--- config.mk ---
export PLATFORM = sky130hd
export DESIGN_NAME = sjis_euc_stream_converter_flat
export DESIGN_NICKNAME = d
export VERILOG_FILES = /design/src/sjec_pkg.sv /design/src/sjec_if.sv /design/src/sjec_conv.sv /design/src/sjis_euc_stream_converter.sv /design/src/flat_wrapper.sv
export SDC_FILE = /design/constraint.sdc
export NUM_CORES = 1
export LEC_CHECK = 0
export ABC_AREA = 1
export ABC_CLOCK_PERIOD_IN_PS = 3010
export BUFFER_PORTS_ARGS = -buffer_cell sky130_fd_sc_hd__buf_4
export CAP_MARGIN = 25
export CORE_ASPECT_RATIO = 1.1
export CORE_MARGIN = 2
export CORE_UTILIZATION = 60
export CTS_CLUSTER_DIAMETER = 200
export DETAILED_ROUTE_END_ITERATION = 12
export PLACE_DENSITY = 0.87
export SYNTH_ARGS = -nofsm -noshare
export SYNTH_HDL_FRONTEND = slang
export SYNTH_HIERARCHICAL = 1
export SYNTH_SLANG_ARGS = --single-unit
--- constraint.sdc ---
create_clock -name clk -period 3.01 [get_ports clk]
set_input_delay 0.602 -clock clk [delete_from_list [all_inputs] [get_ports clk]]
set_output_delay 0.602 -clock clk [all_outputs]
set_load 0.05 [all_outputs]
--- src/sjec_pkg.sv ---
// ----------------------------------------------------------------------------
// sjec_pkg
// Types and byte constants shared by the Shift-JIS / EUC-JP stream converter.
// ----------------------------------------------------------------------------
`default_nettype none

package sjec_pkg;

	localparam logic [7:0] EUC_SS2      = 8'h8E;
	localparam logic [7:0] SJ_LEAD1_LO  = 8'h81;
	localparam logic [7:0] SJ_LEAD1_HI  = 8'h9F;
	localparam logic [7:0] SJ_LEAD2_LO  = 8'hE0;
	localparam logic [7:0] SJ_LEAD2_HI  = 8'hEF;
	localparam logic [7:0] KANA_LO      = 8'hA1;
	localparam logic [7:0] KANA_HI      = 8'hDF;
	localparam logic [7:0] EUC_LEAD_LO  = 8'hA1;
	localparam logic [7:0] EUC_LEAD_HI  = 8'hFE;

	localparam logic [7:0] SJ_TRAIL_HI  = 8'h9F;
	localparam logic [7:0] SJ_TRAIL_GAP = 8'h7F;
	localparam logic [7:0] SJ_OFS_HI_E  = 8'hE0;
	localparam logic [7:0] SJ_OFS_LO_E  = 8'h60;
	localparam logic [7:0] SJ_OFS_HI_O  = 8'hE1;
	localparam logic [7:0] SJ_OFS_LO_O  = 8'h61;
	localparam logic [7:0] SJ_TR_ADD_HI = 8'h60;
	localparam logic [7:0] SJ_TR_ADD_LO = 8'h61;
	localparam logic [7:0] SJ_TR_ADD_EV = 8'h02;

	localparam logic [7:0] EUC_ROW_SPLIT = 8'hDF;
	localparam logic [7:0] EUC_ODD_LO    = 8'h31;
	localparam logic [7:0] EUC_ODD_HI    = 8'h71;
	localparam logic [7:0] EUC_EVEN_LO   = 8'h30;
	localparam logic [7:0] EUC_EVEN_HI   = 8'h70;
	localparam logic [7:0] EUC_TR_SPLIT  = 8'hE0;
	localparam logic [7:0] EUC_TR_SUB_HI = 8'h60;
	localparam logic [7:0] EUC_TR_SUB_LO = 8'h61;
	localparam logic [7:0] EUC_TR_SUB_EV = 8'h02;

	localparam logic DIR_SJIS_TO_EUC = 1'b0;
	localparam logic DIR_EUC_TO_SJIS = 1'b1;

	localparam int QUEUE_DEPTH = 3;

	typedef struct packed {
		logic [7:0] out_byte;
		logic       run_last;
		logic       string_done;
		logic       truncated;
	} result_t;

	typedef struct packed {
		logic [1:0] count;
		result_t    r0;
		result_t    r1;
	} conv_out_t;

endpackage

`default_nettype wire

--- src/sjec_if.sv ---
// ----------------------------------------------------------------------------
// sjec_if
// Valid/ready channels for source bytes and converted bytes.
// ----------------------------------------------------------------------------
`default_nettype none

interface sjec_item_if;
	logic       valid;
	logic       ready;
	logic [7:0] in_byte;
	logic       end_of_string;

	modport source (output valid, in_byte, end_of_string, input ready);
	modport sink   (input valid, in_byte, end_of_string, output ready);
endinterface

interface sjec_result_if;
	logic       valid;
	logic       ready;
	logic [7:0] out_byte;
	logic       run_last;
	logic       string_done;
	logic       truncated;

	modport source (output valid, out_byte, run_last, string_done, truncated, input ready);
	modport sink   (input valid, out_byte, run_last, string_done, truncated, output ready);
endinterface

`default_nettype wire

--- src/sjec_conv.sv ---
// ----------------------------------------------------------------------------
// sjec_conv
// Direction register, held lead byte and the pair conversion for one byte.
// ----------------------------------------------------------------------------
`default_nettype none

module sjec_conv (
	input  wire logic                 clk,
	input  wire logic                 arst_n,
	input  wire logic                 cfg_we,
	input  wire logic                 cfg_wdata,
	input  wire logic                 take,
	input  wire logic [7:0]           in_byte,
	input  wire logic                 eos,
	output sjec_pkg::conv_out_t       res
);

	logic       direction_q;
	logic [7:0] held_lead_q;
	logic       lead_pending_q;
	logic       kana_q;

	logic       hold;
	logic       hold_kana;
	logic [7:0] h2;
	logic [7:0] sj_a, sj_b, euc_a, euc_b;
	logic       sj_lead, kana, euc_lead;

	always_comb begin
		h2 = {held_lead_q[6:0], 1'b0};
		if (in_byte >= sjec_pkg::SJ_TRAIL_HI) begin
			sj_a = h2 - ((held_lead_q >= sjec_pkg::SJ_LEAD2_LO) ?
				sjec_pkg::SJ_OFS_HI_E : sjec_pkg::SJ_OFS_LO_E);
			sj_b = in_byte + sjec_pkg::SJ_TR_ADD_EV;
		end else begin
			sj_a = h2 - ((held_lead_q >= sjec_pkg::SJ_LEAD2_LO) ?
				sjec_pkg::SJ_OFS_HI_O : sjec_pkg::SJ_OFS_LO_O);
			sj_b = in_byte + ((in_byte >= sjec_pkg::SJ_TRAIL_GAP) ?
				sjec_pkg::SJ_TR_ADD_HI : sjec_pkg::SJ_TR_ADD_LO);
		end
		if (held_lead_q[0]) begin
			euc_a = {1'b0, held_lead_q[7:1]} + ((held_lead_q < sjec_pkg::EUC_ROW_SPLIT) ?
				sjec_pkg::EUC_ODD_LO : sjec_pkg::EUC_ODD_HI);
			euc_b = in_byte - ((in_byte >= sjec_pkg::EUC_TR_SPLIT) ?
				sjec_pkg::EUC_TR_SUB_HI : sjec_pkg::EUC_TR_SUB_LO);
		end else begin
			euc_a = {1'b0, held_lead_q[7:1]} + ((held_lead_q < sjec_pkg::EUC_ROW_SPLIT) ?
				sjec_pkg::EUC_EVEN_LO : sjec_pkg::EUC_EVEN_HI);
			euc_b = in_byte - sjec_pkg::EUC_TR_SUB_EV;
		end
	end

	assign sj_lead  = (in_byte inside {[sjec_pkg::SJ_LEAD1_LO : sjec_pkg::SJ_LEAD1_HI],
		[sjec_pkg::SJ_LEAD2_LO : sjec_pkg::SJ_LEAD2_HI]});
	assign kana     = (in_byte inside {[sjec_pkg::KANA_LO : sjec_pkg::KANA_HI]});
	assign euc_lead = (in_byte inside {[sjec_pkg::EUC_LEAD_LO : sjec_pkg::EUC_LEAD_HI]});

	always_comb begin
		hold      = 1'b0;
		hold_kana = 1'b0;
		res.count = 2'd1;
		res.r0    = '{out_byte: in_byte, run_last: 1'b1, string_done: eos, truncated: 1'b0};
		res.r1    = '{out_byte: in_byte, run_last: 1'b1, string_done: eos, truncated: 1'b0};
		if (lead_pending_q) begin
			if (direction_q == sjec_pkg::DIR_SJIS_TO_EUC) begin
				res.count       = 2'd2;
				res.r0.out_byte = sj_a;
				res.r1.out_byte = sj_b;
			end else if (!kana_q) begin
				res.count       = 2'd2;
				res.r0.out_byte = euc_a;
				res.r1.out_byte = euc_b;
			end
		end else if (direction_q == sjec_pkg::DIR_SJIS_TO_EUC) begin
			if (sj_lead) begin
				hold = !eos;
				res.r0.truncated = eos;
				if (!eos)
					res.count = 2'd0;
			end else if (kana) begin
				res.count       = 2'd2;
				res.r0.out_byte = sjec_pkg::EUC_SS2;
			end
		end else begin
			if (euc_lead || in_byte == sjec_pkg::EUC_SS2) begin
				hold      = !eos;
				hold_kana = !eos && (in_byte == sjec_pkg::EUC_SS2);
				res.r0.truncated = eos;
				if (!eos)
					res.count = 2'd0;
			end
		end
		if (res.count == 2'd2) begin
			res.r0.run_last    = 1'b0;
			res.r0.string_done = 1'b0;
		end
	end

	always_ff @(posedge clk or negedge arst_n) begin
		if (!arst_n) begin
			direction_q    <= sjec_pkg::DIR_SJIS_TO_EUC;
			held_lead_q    <= '0;
			lead_pending_q <= 1'b0;
			kana_q         <= 1'b0;
		end else if (cfg_we) begin
			direction_q    <= cfg_wdata;
			held_lead_q    <= '0;
			lead_pending_q <= 1'b0;
			kana_q         <= 1'b0;
		end else if (take) begin
			held_lead_q    <= hold ? in_byte : 8'h00;
			lead_pending_q <= hold;
			kana_q         <= hold_kana;
		end
	end

endmodule

`default_nettype wire

--- src/sjis_euc_stream_converter.sv ---
// ----------------------------------------------------------------------------
// sjis_euc_stream_converter
// Byte stream converter between Shift-JIS and EUC-JP.
// ----------------------------------------------------------------------------
// A source byte is converted in the cycle it is taken and its zero, one or two
// result bytes go into a three-entry result queue that drives the result port.
// The result port moves one byte per cycle while result ready is high. A byte
// gives two results when it completes a pair (other than an EUC-JP kana pair)
// or is a wrapped half-width kana. A new byte is taken whenever the queue holds
// at most one byte, independent of result ready. Write direction only while
// idle; a write drops any held lead byte.
`default_nettype none

module sjis_euc_stream_converter (
	input  wire logic     clk,
	input  wire logic     arst_n,
	input  wire logic     cfg_we,
	input  wire logic     cfg_wdata,
	sjec_item_if.sink     item,
	sjec_result_if.source result
);

	sjec_pkg::conv_out_t res;
	sjec_pkg::result_t   q_q [sjec_pkg::QUEUE_DEPTH];
	sjec_pkg::result_t   q_nxt [sjec_pkg::QUEUE_DEPTH];
	logic [1:0]          cnt_q;
	logic [1:0]          cnt_pop;
	logic [1:0]          cnt_nxt;
	logic                push, pop;

	sjec_conv u_conv (
		.clk       (clk),
		.arst_n    (arst_n),
		.cfg_we    (cfg_we),
		.cfg_wdata (cfg_wdata),
		.take      (push),
		.in_byte   (item.in_byte),
		.eos       (item.end_of_string),
		.res       (res)
	);

	assign item.ready = (cnt_q <= 2'd1);
	assign push       = item.valid && item.ready;
	assign pop        = result.valid && result.ready;
	assign cnt_pop    = cnt_q - {1'b0, pop};
	assign cnt_nxt    = cnt_pop + (push ? res.count : 2'd0);

	always_comb begin
		for (int i = 0; i < sjec_pkg::QUEUE_DEPTH; i++) begin
			if (pop && i < sjec_pkg::QUEUE_DEPTH - 1)
				q_nxt[i] = q_q[i + 1];
			else
				q_nxt[i] = q_q[i];
			if (push && res.count != 2'd0 && 2'(i) == cnt_pop)
				q_nxt[i] = res.r0;
			if (push && res.count == 2'd2 && 2'(i) == cnt_pop + 2'd1)
				q_nxt[i] = res.r1;
		end
	end

	always_ff @(posedge clk or negedge arst_n) begin
		if (!arst_n) begin
			cnt_q <= '0;
		end else begin
			cnt_q <= cnt_nxt;
		end
	end

	always_ff @(posedge clk) begin
		for (int i = 0; i < sjec_pkg::QUEUE_DEPTH; i++)
			q_q[i] <= q_nxt[i];
	end

	assign result.valid       = (cnt_q != 2'd0);
	assign result.out_byte    = q_q[0].out_byte;
	assign result.run_last    = q_q[0].run_last;
	assign result.string_done = q_q[0].string_done;
	assign result.truncated   = q_q[0].truncated;

	a_cnt_track: assert property (@(posedge clk) disable iff (!arst_n)
		push && !pop |=> cnt_q == $past(cnt_q) + $past(res.count))
		else $error("queue count does not follow pushed results");

	a_done_last: assert property (@(posedge clk) disable iff (!arst_n)
		result.valid && result.string_done |-> result.run_last)
		else $error("string end flagged on a byte that is not the last of its transaction");

	a_trunc_done: assert property (@(posedge clk) disable iff (!arst_n)
		result.valid && result.truncated |-> result.string_done)
		else $error("truncated lead byte not at string end");

	a_no_overflow: assert property (@(posedge clk) disable iff (!arst_n)
		push |-> cnt_pop + res.count <= 2'd3 && cnt_pop <= 2'd1)
		else $error("result queue overflow");

endmodule

`default_nettype wire

--- src/flat_wrapper.sv ---
// flat-port wrapper written by rule: the top's interface ports become plain ports
module sjis_euc_stream_converter_flat 
  (clk, arst_n, cfg_we, cfg_wdata, item_valid, item_in_byte, item_end_of_string, item_ready, result_valid, result_out_byte, result_run_last, result_string_done, result_truncated, result_ready);
  sjec_item_if item_i ();
  sjec_result_if result_i ();
  input  wire logic clk;
  input  wire logic arst_n;
  input  wire logic cfg_we;
  input  wire logic cfg_wdata;
  input wire logic [$bits(item_i.valid)-1:0] item_valid;
  input wire logic [$bits(item_i.in_byte)-1:0] item_in_byte;
  input wire logic [$bits(item_i.end_of_string)-1:0] item_end_of_string;
  output wire logic [$bits(item_i.ready)-1:0] item_ready;
  output wire logic [$bits(result_i.valid)-1:0] result_valid;
  output wire logic [$bits(result_i.out_byte)-1:0] result_out_byte;
  output wire logic [$bits(result_i.run_last)-1:0] result_run_last;
  output wire logic [$bits(result_i.string_done)-1:0] result_string_done;
  output wire logic [$bits(result_i.truncated)-1:0] result_truncated;
  input wire logic [$bits(result_i.ready)-1:0] result_ready;
  assign item_i.valid = item_valid;
  assign item_i.in_byte = item_in_byte;
  assign item_i.end_of_string = item_end_of_string;
  assign item_ready = item_i.ready;
  assign result_valid = result_i.valid;
  assign result_out_byte = result_i.out_byte;
  assign result_run_last = result_i.run_last;
  assign result_string_done = result_i.string_done;
  assign result_truncated = result_i.truncated;
  assign result_i.ready = result_ready;
  sjis_euc_stream_converter u_core (.clk(clk), .arst_n(arst_n), .cfg_we(cfg_we), .cfg_wdata(cfg_wdata), .item(item_i), .result(result_i));
endmodule
Word-level counts from Yosys, hierarchy flattened
Memory sizes are Yosys's and may differ from the RTL's. Index checks and enable logic that the tools add are counted.

Output and inout port bits: 13. Memories: 1. Input bits: 15. Logic and storage cells: 109. RAM bits: 33. Register bits after elaboration: 13.

Magnitude comparators: 12. Reduce and logical (&&, ||, !) cells: 23. Mux-type cells: 51. Equality and inequality tests: 6. Add/sub/neg operators: 11.

Memory list: u_core.q_q (depth 3, bits a word 11, rd ports 3, clocked after Yosys merged registers in 0, wr ports 3, line sjis_euc_stream_converter.sv:24) `sjec_pkg::result_t q_q [sjec_pkg::QUEUE_DEPTH];`.

Operators by type and width (number): 2-to-1 mux 8 bit (14); 2-to-1 mux 11 bit (8); greater-or-equal comparator 8 bit, second input constant (5); 2-to-1 mux 10 bit (4); <= comparator 8 bit, second input constant (4); 2-to-1 mux 1 bit (18); adder 7 x 7 -> 8 bit (2); subtractor 8 bit (2); logical AND 1 bit (15); 2-to-1 mux 7 bit (2); 2-to-1 mux 2 bit (5); adder 8 x 2 -> 8 bit, second input constant (1); adder 8 x 7 -> 8 bit (1); == test 8 bit, second input constant (1); greater-or-equal comparator 8 x 7 -> 1 bit, second input constant (1); < comparator 8 bit, second input constant (1); nonzero test 2 bit (4); subtractor 8 x 2 -> 8 bit, second input constant (1); subtractor 8 x 7 -> 8 bit (1); == test 1 x 2 -> 1 bit, first input constant (2); == test 2 bit, first input constant (2); zero test 2 bit (2); adder 2 x 1 -> 2 bit, second input constant (1); adder 2 bit (1); other kinds (5) (5).

Longest topological paths before layout
Gate-level depths: netlist (run 1).

Word-level depth: 12. Mapped depth: 20. Gate-level depth less buffers: 18.

Hierarchy
The synthesis (run 1) kept the hierarchy.

Modules (own cells, without submodules): sjis_euc_stream_converter (cells an instance 262, instances 1, sequential area each 1041.0 um^2, area each 2374.8 um^2); sjec_conv (cells an instance 328, instances 1, sequential area each 275.3 um^2, area each 1878.1 um^2).

Worst setup path before layout (run 1)
OpenSTA, ideal clock, no wires.

Kind: in2reg. Start: input item_in_byte[7]. End: memory u_core/q_q[0][11] (netlist bit), enable pin. Stages: 15. Arrival: 2516 ps. Required time: 2650 ps. Setup slack: 134 ps. Library setup time: 360 ps. Buffers on the path: 2. Path through: buf_4 inv_1 nor2_8 inv_2 a21oi_2 nand2_1 o21ai_4 nand2_2 nand2_1 inv_1 nor2_1 nor2_8 nand3_4 buf_6 nand3_1.

RTL lines: start, declared (line flat_wrapper.sv:11) `input wire logic [$bits(item_i.in_byte)-1:0] item_in_byte;`; end, declared (line sjis_euc_stream_converter.sv:24).

==> results.txt, run 1 <==
- The initial utilization of the core area, before any placement, comes to 61.40%.
* Endpoint of the lowest-slack register-to-register path: u_core/q_q[0][20]
- Count of inserted antenna diode cells: 0
* Synthesis Warnings: 6
- VDD sags by at most 0.5774 mV.
* Clock latency reported for the late side of the worst-skew pair: 0.30 ns
- The floorplan has 32 rows.
* Area of all sequential standard cells: 1316 µm²
- After detailed routing, the number of remaining DRC violations is 0.
- Pin count of the biggest net entering global routing: 28
- Proportion of power drawn by flip-flops and latches: 31.9%
* Post-route clock period utilization: 85.94%
- Cell internal power was estimated by the tool at 1607 µW.
- Worst relative slew slack: 55.40%
* Die width: 84.27 µm
* Wire length per cell after detailed routing: 15.81 µm
- At the end of routability-driven placement, the weighted congestion stood at 1.008.
- Element type at the critical path end: flip-flop
- Of the total power, combinational logic draws 52.2%.
- The synthesized design contains 33 enable-type register cells.
- Detailed Place HPWL: 8448 µm
* P per Cell Area: 638.5 nW/µm²
- Dividing the detail-routed via count by the number of cells gives 5.843.
- In the synthesized netlist, the number of instances is 590.
- Most frequent cells after synthesis: 153 x nand2_1, 80 x inv_1, 51 x nand3_1
* Clock root buffer master: clkbuf_8
- The total overflow left after global routing is 0.
* Number of top-level pins: 28
- Number of max-capacitance violations reported: 0
- Run status: completed
- Global router's overall resource usage: 29.04%
* Leading register cell type out of synthesis: edfxtp_1
* CTS sink cnt: 46
- On the final layout, the worst hold slack is 0.1274 ns.
- # fillers: 603
- Number of buffers on the longest clock path: 2
- The final route contains 4055 vias.
* Number of gates resized after cts: 0
- Biggest area contributors in the synthesized netlist: edfxtp_1 23%, nand2_1 14%, dfrtp_1 7.6%
- Number of buffers created by CTS: 5
* Router iterations before antenna repair: 5
- The final count of pins violating max slew came to 0.
* Worst-path fanout max: 6
* Area used by multi-input combinational logic: 2305 µm²
- Die Height: 92.30 µm
- The count of nets left with antenna violations once routing finished came out at 0.
- Based on the critical path, the design can be clocked at up to 386.6 MHz.
- The analysis attributes to cell leakage a power of 0.002310 µW.
- Across the routed clock network, the largest skew measured is 0.009354 ns.
* Register clock-pin slew on the reported worst setup and hold paths: 0.09 ns
* Setup repair after global routing missed its margin: false
* Fraction of power spent switching nets: 45.91%
- For the worst flop-to-flop path, the logic depth is 15.
- Counting I/O delays and the setup requirement, the final critical path takes 2.587 ns.
* Number of register bits inferred by synthesis: 46
- The die covers 7778 µm².
- The final hold violation count is 0.
- The number of antenna violations at the first check in global routing came to 0.
- Most used standard cell by instance count after synthesis: nand2_1
- The worst register-to-register path begins at u_core/u_conv/held_lead_q[0].
- Summing the sequential cell areas from Yosys gives 30.95% of the chip area.
* Synth area leader: edfxtp_1
- Reg2Reg Setup Slack: 0.42 ns
* Proportion of register bits with asynchronous set or reset after synthesis: 28.26%
* Share of layout cells above drive strength 1: 20.36%
- Area growth from synthesis to layout: 9.385%
* Maximum level of the CTS H-tree: 2
* Core region area: 6927 µm²
* Finish-stage setup viols: 0
* Arrival time at the worst endpoint: 2.66 ns
- Worst-margin pin slew: 0.6621 ns
- In this run the power spent charging and discharging nets is 1363 µW.
* Final setup TNS: 0 ns
* Avg Inst Size Synth: 7.208 µm²
- Top-area cell type share of the netlist area: 23.30%
* Clock Power Share: 15.9%
- Number of different library cells in the post-synthesis netlist: 40
- Crit Path Class: flip-flop to flip-flop
- In this run, the number of DRC markers left after iteration 0 of detailed routing was 271.
* Layout net count: 637
* Global-route wire length before repair: 18340 µm
- Cell area after synthesis: 4253 µm²
- The path class of the tightest hold or removal check is input pin to async pin.
- # hold bufs at CTS: 0
* Total setup buffers inserted after CTS: 0
* Kind of launch point of the worst setup path: flip-flop
- Data on the critical path is required at its endpoint by 3.08 ns.
- During placement, the flow inserted port buffers numbering 27.
- The via count of the first global-routing pass is 4004.
- CTS tree: yes
- Net Count, Synth: 619
- For this block, the routed nets add up to 10970 µm of wire.
## stage by stage
step	cell area, µm²	setup WS, ns	utilization, %	power (µW)	cells
3_3_place_gp	4538	0.1990	65.52	2450	686
5_1_grt	4652	0.2284	67.16	3127	694
4_1_cts	4652	0.4664	67.16	2969	694
6_report	4652	0.4233	67.16	2970	694
2_1_floorplan	4253	0.1340	-	2155	590
3_5_place_dp	4538	0.1722	65.52	2492	686
## registers in the layout, indices dropped and copies added (netlist names)
| signal | flops |
|---|---|
| u_core/u_conv/held_lead_q | 8 |
| u_core/u_conv/kana_q | 1 |
| u_core/cnt_q | 2 |
| u_core/u_conv/lead_pending_q | 1 |
| u_core/q_q | 33 |
| u_core/u_conv/direction_q | 1 |
## critical path, cell delays in order (launching register included)
cell and delay [ns]:
dfrtp_1 0.51, ha_1 0.25, nand4_1 0.15, nand2_1 0.09, nand2_1 0.06, nor2_1 0.09
ha_1 0.25, xor2_1 0.16, o21ai_0 0.14, nand2_1 0.08, nand2_1 0.09, o21ai_0 0.08
inv_1 0.12, nand4_1 0.13, nand3_2 0.10, nand2_1 0.05
## cells by family (layout without fill, tap and decap cells)
kind of cell | count (synthesis) | in the layout | share of synthesized area (%)
AOI/OAI and AO/OA | 74 | 74 | 10.97
and+or+nand+nor | 318 | 318 | 37.69
DFF | 46 | 46 | 30.95
xor gates and xnor gates | 6 | 6 | 1.236
buffers and inverters | 130 | 149 | 14.86
adders and majority gates | 14 | 14 | 4.119
other | 2 | 2 | 0.1766
## cell usage in the layout (no fill, tap or decap), types with 2 or more instances in the layout
cell	instances
nand2_1	153
inv_1	80
nand3_1	51
buf_4	44
nand4_1	34
nor2_1	33
edfxtp_1	33
o21ai_0	30
a21oi_1	16
ha_1	14
nand2_2	13
a21oi_2	13
dfrtp_1	13
nor2_2	9
nand3_2	9
inv_2	7
buf_12	7
clkbuf_8	5
nand3_4	5
xor2_1	5
o211ai_1	4
nor3_1	4
nor2_8	3
a31oi_1	3
clkinvlp_4	2
nand2_4	2
clkinv_1	2
o22ai_1	2
conb_1	2
## how the worst max path moves through the flow
stage	from	end	slack (ns)	depth (start not counted)
2_1_floorplan	item_in_byte[7]	u_core/q_q[0][11]	0.13	15
3_3_place_gp	item_in_byte[7]	u_core/q_q[0][23]	0.20	17
3_5_place_dp	item_in_byte[7]	u_core/q_q[0][32]	0.17	17
4_1_cts	item_in_byte[7]	u_core/q_q[0][32]	0.47	17
5_1_grt	u_core/u_conv/held_lead_q[0]	u_core/q_q[0][20]	0.23	15
6_report	u_core/u_conv/held_lead_q[0]	u_core/q_q[0][20]	0.42	15
## cell type report
cell class	count	area share [%]
multi-input cells	414	49.54
clock inverters	3	0.9683
inverters	90	7.316
flip-flops and latches	46	28.29
clock buffers	5	1.479
well taps	85	2.286
repair buffers	51	10.11
## routing by layer
| metal | track usage [%] | share of wire, % |
|---|---|---|
| met3 | 3.119 | 6.5 |
| met4 | 10.75 | 3.4 |
| met5 | 0 | 0 |
| met1 | 33.96 | 38 |
| met2 | 54.30 | 52 |
## power groups by stage
| stage | Combinational [µW] | Sequential (µW) | Clock [µW] |
|---|---|---|---|
| floorplan | 1150 | 1000 | 0 |
| global route | 1670 | 959 | 502 |
| global placement | 1500 | 954 | 0 |
| CTS | 1540 | 950 | 483 |
| detailed placement | 1530 | 962 | 0 |
| finish | 1550 | 948 | 473 |
Power figures use the tool's default switching activity.
==> run 2, diff against run 1 <==
--- a/config.mk
+++ b/config.mk
@@ -5,7 +5,6 @@
 export SDC_FILE = /design/constraint.sdc
 export NUM_CORES = 1
 export LEC_CHECK = 0
-export ABC_AREA = 1
 export ABC_CLOCK_PERIOD_IN_PS = 3010
 export BUFFER_PORTS_ARGS = -buffer_cell sky130_fd_sc_hd__buf_4
 export CAP_MARGIN = 25
@@ -15,6 +14,7 @@
 export CTS_CLUSTER_DIAMETER = 200
 export DETAILED_ROUTE_END_ITERATION = 12
 export PLACE_DENSITY = 0.87
+export RECOVER_POWER = 100
 export SYNTH_ARGS = -nofsm -noshare
 export SYNTH_HDL_FRONTEND = slang
 export SYNTH_HIERARCHICAL = 1
==> run 2 against run 1 <==
Effect of this change: hold slack improved by 0.17 ns; sequential power fell by 3.3%; die area fell by 6.8%; via count fell by 6.8%; largest power group unchanged.
==> results.txt, run 2 <==
* Average via count per standard cell: 6.657 (was 5.843)
* Synth area leader: edfxtp_1 (unchanged)
* Gate Count Post-Synth: 429 (was 590)
- Most frequent cells after synthesis: 33 x edfxtp_1, 31 x nor3_1, 25 x o31ai_1 (was 153 x nand2_1, 80 x inv_1, 51 x nand3_1).
- Final worst clock skew: 0.01054 ns (was 0.009354 ns)
- Die Outline Area: 7249 µm² (was 7778 µm²)
- Proportion of power drawn by flip-flops and latches: 36.0% (was 31.9%)
* Element type at the critical path end: flip-flop (unchanged)
* Reg2Reg Setup Slack: 0.11 ns (was 0.42 ns)
- Number of max-capacitance violations reported: 0 (unchanged)
* Leading register cell type out of synthesis: edfxtp_1 (unchanged)
* # hold bufs at CTS: 0 (unchanged)
- Number of gates resized after cts: 0 (unchanged)
- Row count: 31 (was 32)
- The number of primary I/O pins was 28 (unchanged).
- The post-synthesis sequential area ratio came to 33.32% (was 30.95%).
* Biggest area contributors in the synthesized netlist: edfxtp_1 25%, dfrtp_1 8.2%, o31ai_1 4.8% (was edfxtp_1 23%, nand2_1 14%, dfrtp_1 7.6%)
* Minimum hold slack: 0.2997 ns (was 0.1274 ns)
* Arrival time at the worst endpoint: 2.99 ns (was 2.66 ns)
- The ratio of total power to cell area is 556.7 nW/µm² (was 638.5 nW/µm²).
- Combinational power share: 48.7% (was 52.2%)
* Number of cells traversed by the worst register-to-register path: 10 (was 15)
- Post-layout util: 70.64% (was 67.16%)
- Total setup buffers inserted after CTS: 0 (unchanged)
- The biggest fanout along the worst timing path is 11 (was 6).
- Worst relative slew slack: 50.45% (was 55.40%)
- Global router's overall resource usage: 31.95% (was 29.04%)
- Drt initial violations: 328 (was 271)
- The worst setup timing slack at the placement stage is -0.2549 ns (was 0.1722 ns).
- Highest-count cells in the layout ignoring fill and taps: 85 x buf_4, 33 x edfxtp_1, 30 x nor3_1 (was 153 x nand2_1, 80 x inv_1, 51 x nand3_1).
* CTS tree: yes (unchanged)
* Most common cell after layout, fill and taps aside: buf_4 (was nand2_1)
- Final hold violation count: 0 (unchanged)
* Register bank with the most flops: u_core/q_q (unchanged)
- The startpoint of the worst register-to-register path was u_core/u_conv/held_lead_q[0] (unchanged).
- Number of buffers on the longest clock path: 2 (unchanged)
- Largest register FFs: 33 (unchanged)
* Total of buffers placed on input and output ports: 27 (unchanged)
- The endpoint of the most critical register-to-register path is u_core/q_q[0][10] (was u_core/q_q[0][20]).
- Kind of launch point of the worst setup path: input pin (was flip-flop)
* Total non-filler cell area in the finished layout: 4576 µm² (was 4652 µm²)
* Cell area after placement: 4533 µm² (was 4538 µm²)
* Critical path capture point: u_core/q_q[0][32] (was u_core/q_q[0][20])
* Die width: 81.36 µm (was 84.27 µm)
* LEAKAGE: 0.001792 µW (was 0.002310 µW)
- Cell area after synthesis: 3950 µm² (was 4253 µm²)
- The worst vdd rail ir drop was 0.3826 mV (was 0.5774 mV).
* Critical path data required time: 3.07 ns (was 3.08 ns)
* Proportion of register bits with asynchronous set or reset after synthesis: 28.26% (unchanged)
- Detailed Place HPWL: 8148 µm (was 8448 µm)
* DRC Markers: 0 (unchanged)
* Maximum level of the CTS H-tree: 2 (unchanged)
* Pin count of the biggest net entering global routing: 36 (was 28)
* Count of flip-flops with a built-in enable after synthesis: 33 (unchanged)
- PnR worst setup slack: 0.07755 ns (was 0.4233 ns)
- Finish-stage setup viols: 0 (unchanged)
* Avg Inst Size Synth: 9.208 µm² (was 7.208 µm²)
- The proportion of netlist area held by the largest area contributor came to 25.09% (was 23.30%).
* Slew Limit Fails: 0 (unchanged)
* Internal: 1438 µW (was 1607 µW)
- Post-detailed-route count of antenna-violating nets: 0 (unchanged)
- The share of total power consumed by net switching came to 43.53% (was 45.91%).
- Clock root buffer master: clkbuf_8 (unchanged)
- The maximum clock frequency is 341.0 MHz (was 386.6 MHz).
* Number of antenna violations at the first check in global routing: 0 (unchanged)
* Layout net count: 514 (was 637)
- Overall power after layout: 2547 µW (was 2970 µW)
- The slew at the pin closest to its max-slew limit was 0.7398 ns (was 0.6621 ns).
- Share of layout cells above drive strength 1: 27.16% (was 20.36%)
- The core area was 6477 µm² (was 6927 µm²).
* Wirelength, routed: 10940 µm (was 10970 µm)
- The shortest period the worst path allows was 2.932 ns (was 2.587 ns).
- The detail-routed net length per standard cell came to 19.26 µm (was 15.81 µm).
- Number of register bits inferred by synthesis: 46 (unchanged)
* Post-route clock period utilization: 97.42% (was 85.94%)
- GP Congestion: 0.9960 (was 1.008)
* GR Overflow Total: 0 (unchanged)
- The clock share of power came to 15.4% (was 15.9%).
* Min-Delay Path Class: input pin to async pin (unchanged)
* Synthesis Warnings: 6 (unchanged)
- Number of buffers created by CTS: 5 (unchanged)
* Via count of the first global-routing pass: 3696 (was 4004)
* Number of different library cells in the post-synthesis netlist: 68 (was 40)
- Worst setup path startpoint: item_in_byte[6] (was u_core/u_conv/held_lead_q[0])
- Psw: 1109 µW (was 1363 µW)
* Register clock-pin slew on the reported worst setup and hold paths: 0.09 ns (about the same)
* Clock latency reported for the late side of the worst-skew pair: 0.30 ns (about the same)
- Count of inserted antenna diode cells: 0 (unchanged)
- Most used standard cell by instance count after synthesis: edfxtp_1 (was nand2_1)
- Vias post-DR: 3781 (was 4055)
- The sink count of the clock tree came to 46 (unchanged).
- Setup repair after global routing missed its margin: true (was false)
- Crit Path Class: input pin to flip-flop (was flip-flop to flip-flop)
- The signed area change from the synthesized netlist to the final layout came to 15.84% (was 9.385%).
- Die Height: 89.10 µm (was 92.30 µm)
- Largest registers: u_core/q_q: 33 flops, u_core/u_conv/held_lead_q: 8 flops, u_core/cnt_q: 2 flops (unchanged)
* Net Count, Synth: 458 (was 619)
- The detailed-router iteration count before antenna repair was 5 (unchanged).
* Global-route wire length before repair: 17780 µm (was 18340 µm)
- The effective utilization at floorplan was 60.98% (was 61.40%).
- Run status: completed (unchanged)
[run 2: metrics by stage]
step / TNS (ns) / instances
6_report: 0 / 568
5_1_grt: -0.3942 / 568
4_1_cts: 0 / 567
3_5_place_dp: -6.710 / 559
3_3_place_gp: -3.651 / 559
2_1_floorplan: 0 / 429
[run 2: logic make-up (layout without fill, tap and decap cells)]
group	count (synthesis)	after routing	synth area share [%]
AND/OR/NAND/NOR	143	143	21.03
AO/OA/AOI/OAI	123	123	23.03
buffers and inverters	67	124	8.521
flip-flops	46	46	33.32
XOR/XNOR	19	19	4.213
multiplexers	15	15	5.258
adder cells (fa/ha/maj)	14	14	4.435
other	2	2	0.1901
[run 2: worst min-delay path by stage]
| stage | start | endpoint | slack (ns) | depth (start not counted) |
|---|---|---|---|---|
| final | arst_n | u_core/u_conv/direction_q | 0.30 | 1 |
| after global routing | arst_n | u_core/u_conv/lead_pending_q | 0.36 | 1 |
| after CTS | arst_n | u_core/u_conv/lead_pending_q | 0.12 | 1 |
| after detailed placement | arst_n | u_core/u_conv/lead_pending_q | 0.45 | 1 |
| after global placement | arst_n | u_core/u_conv/lead_pending_q | 0.45 | 1 |
| after floorplan | arst_n | u_core/cnt_q[0] | 0.31 | 0 |
[run 2: cell type report]
cell class              instances  area [µm²]
clock inverters                 2       12.51
repair buffers                101       699.4
multi-input cells             316        2306
well taps                      82       102.6
fillers                       489        1902
flip-flops and latches         46        1316
clock buffers                   6       82.58
inverters                      15       56.30
[run 2: power groups by stage]
| stage | clock network [µW] | logic, µW | registers (µW) |
|---|---|---|---|
| after global placement | 0 | 1230 | 928 |
| after detailed placement | 0 | 1270 | 934 |
| after CTS | 402 | 1280 | 921 |
| after floorplan | 0 | 904 | 965 |
| after global routing | 433 | 1320 | 930 |
| final | 391 | 1240 | 917 |
[run 2: per-layer routing]
metal  track usage, %  part of all wire (%)  vias to the layer above
li1                 -                     -                     1750
met1            36.68                    39                     1798
met2            58.05                    51                      194
met3            5.859                   6.7                       39
met4            13.25                   3.4                        0
met5                0                     0                        -
[run 2: worst max-delay path, stage by stage]
cell and delay, ns:
buf_4 0.16, nor4_2 0.32, nand2_1 0.16, o2111ai_1 0.16
and3_1 0.25, o31a_1 0.20, clkbuf_1 0.20, nand4bb_1 0.18
or2_2 0.37, mux2_2 0.38
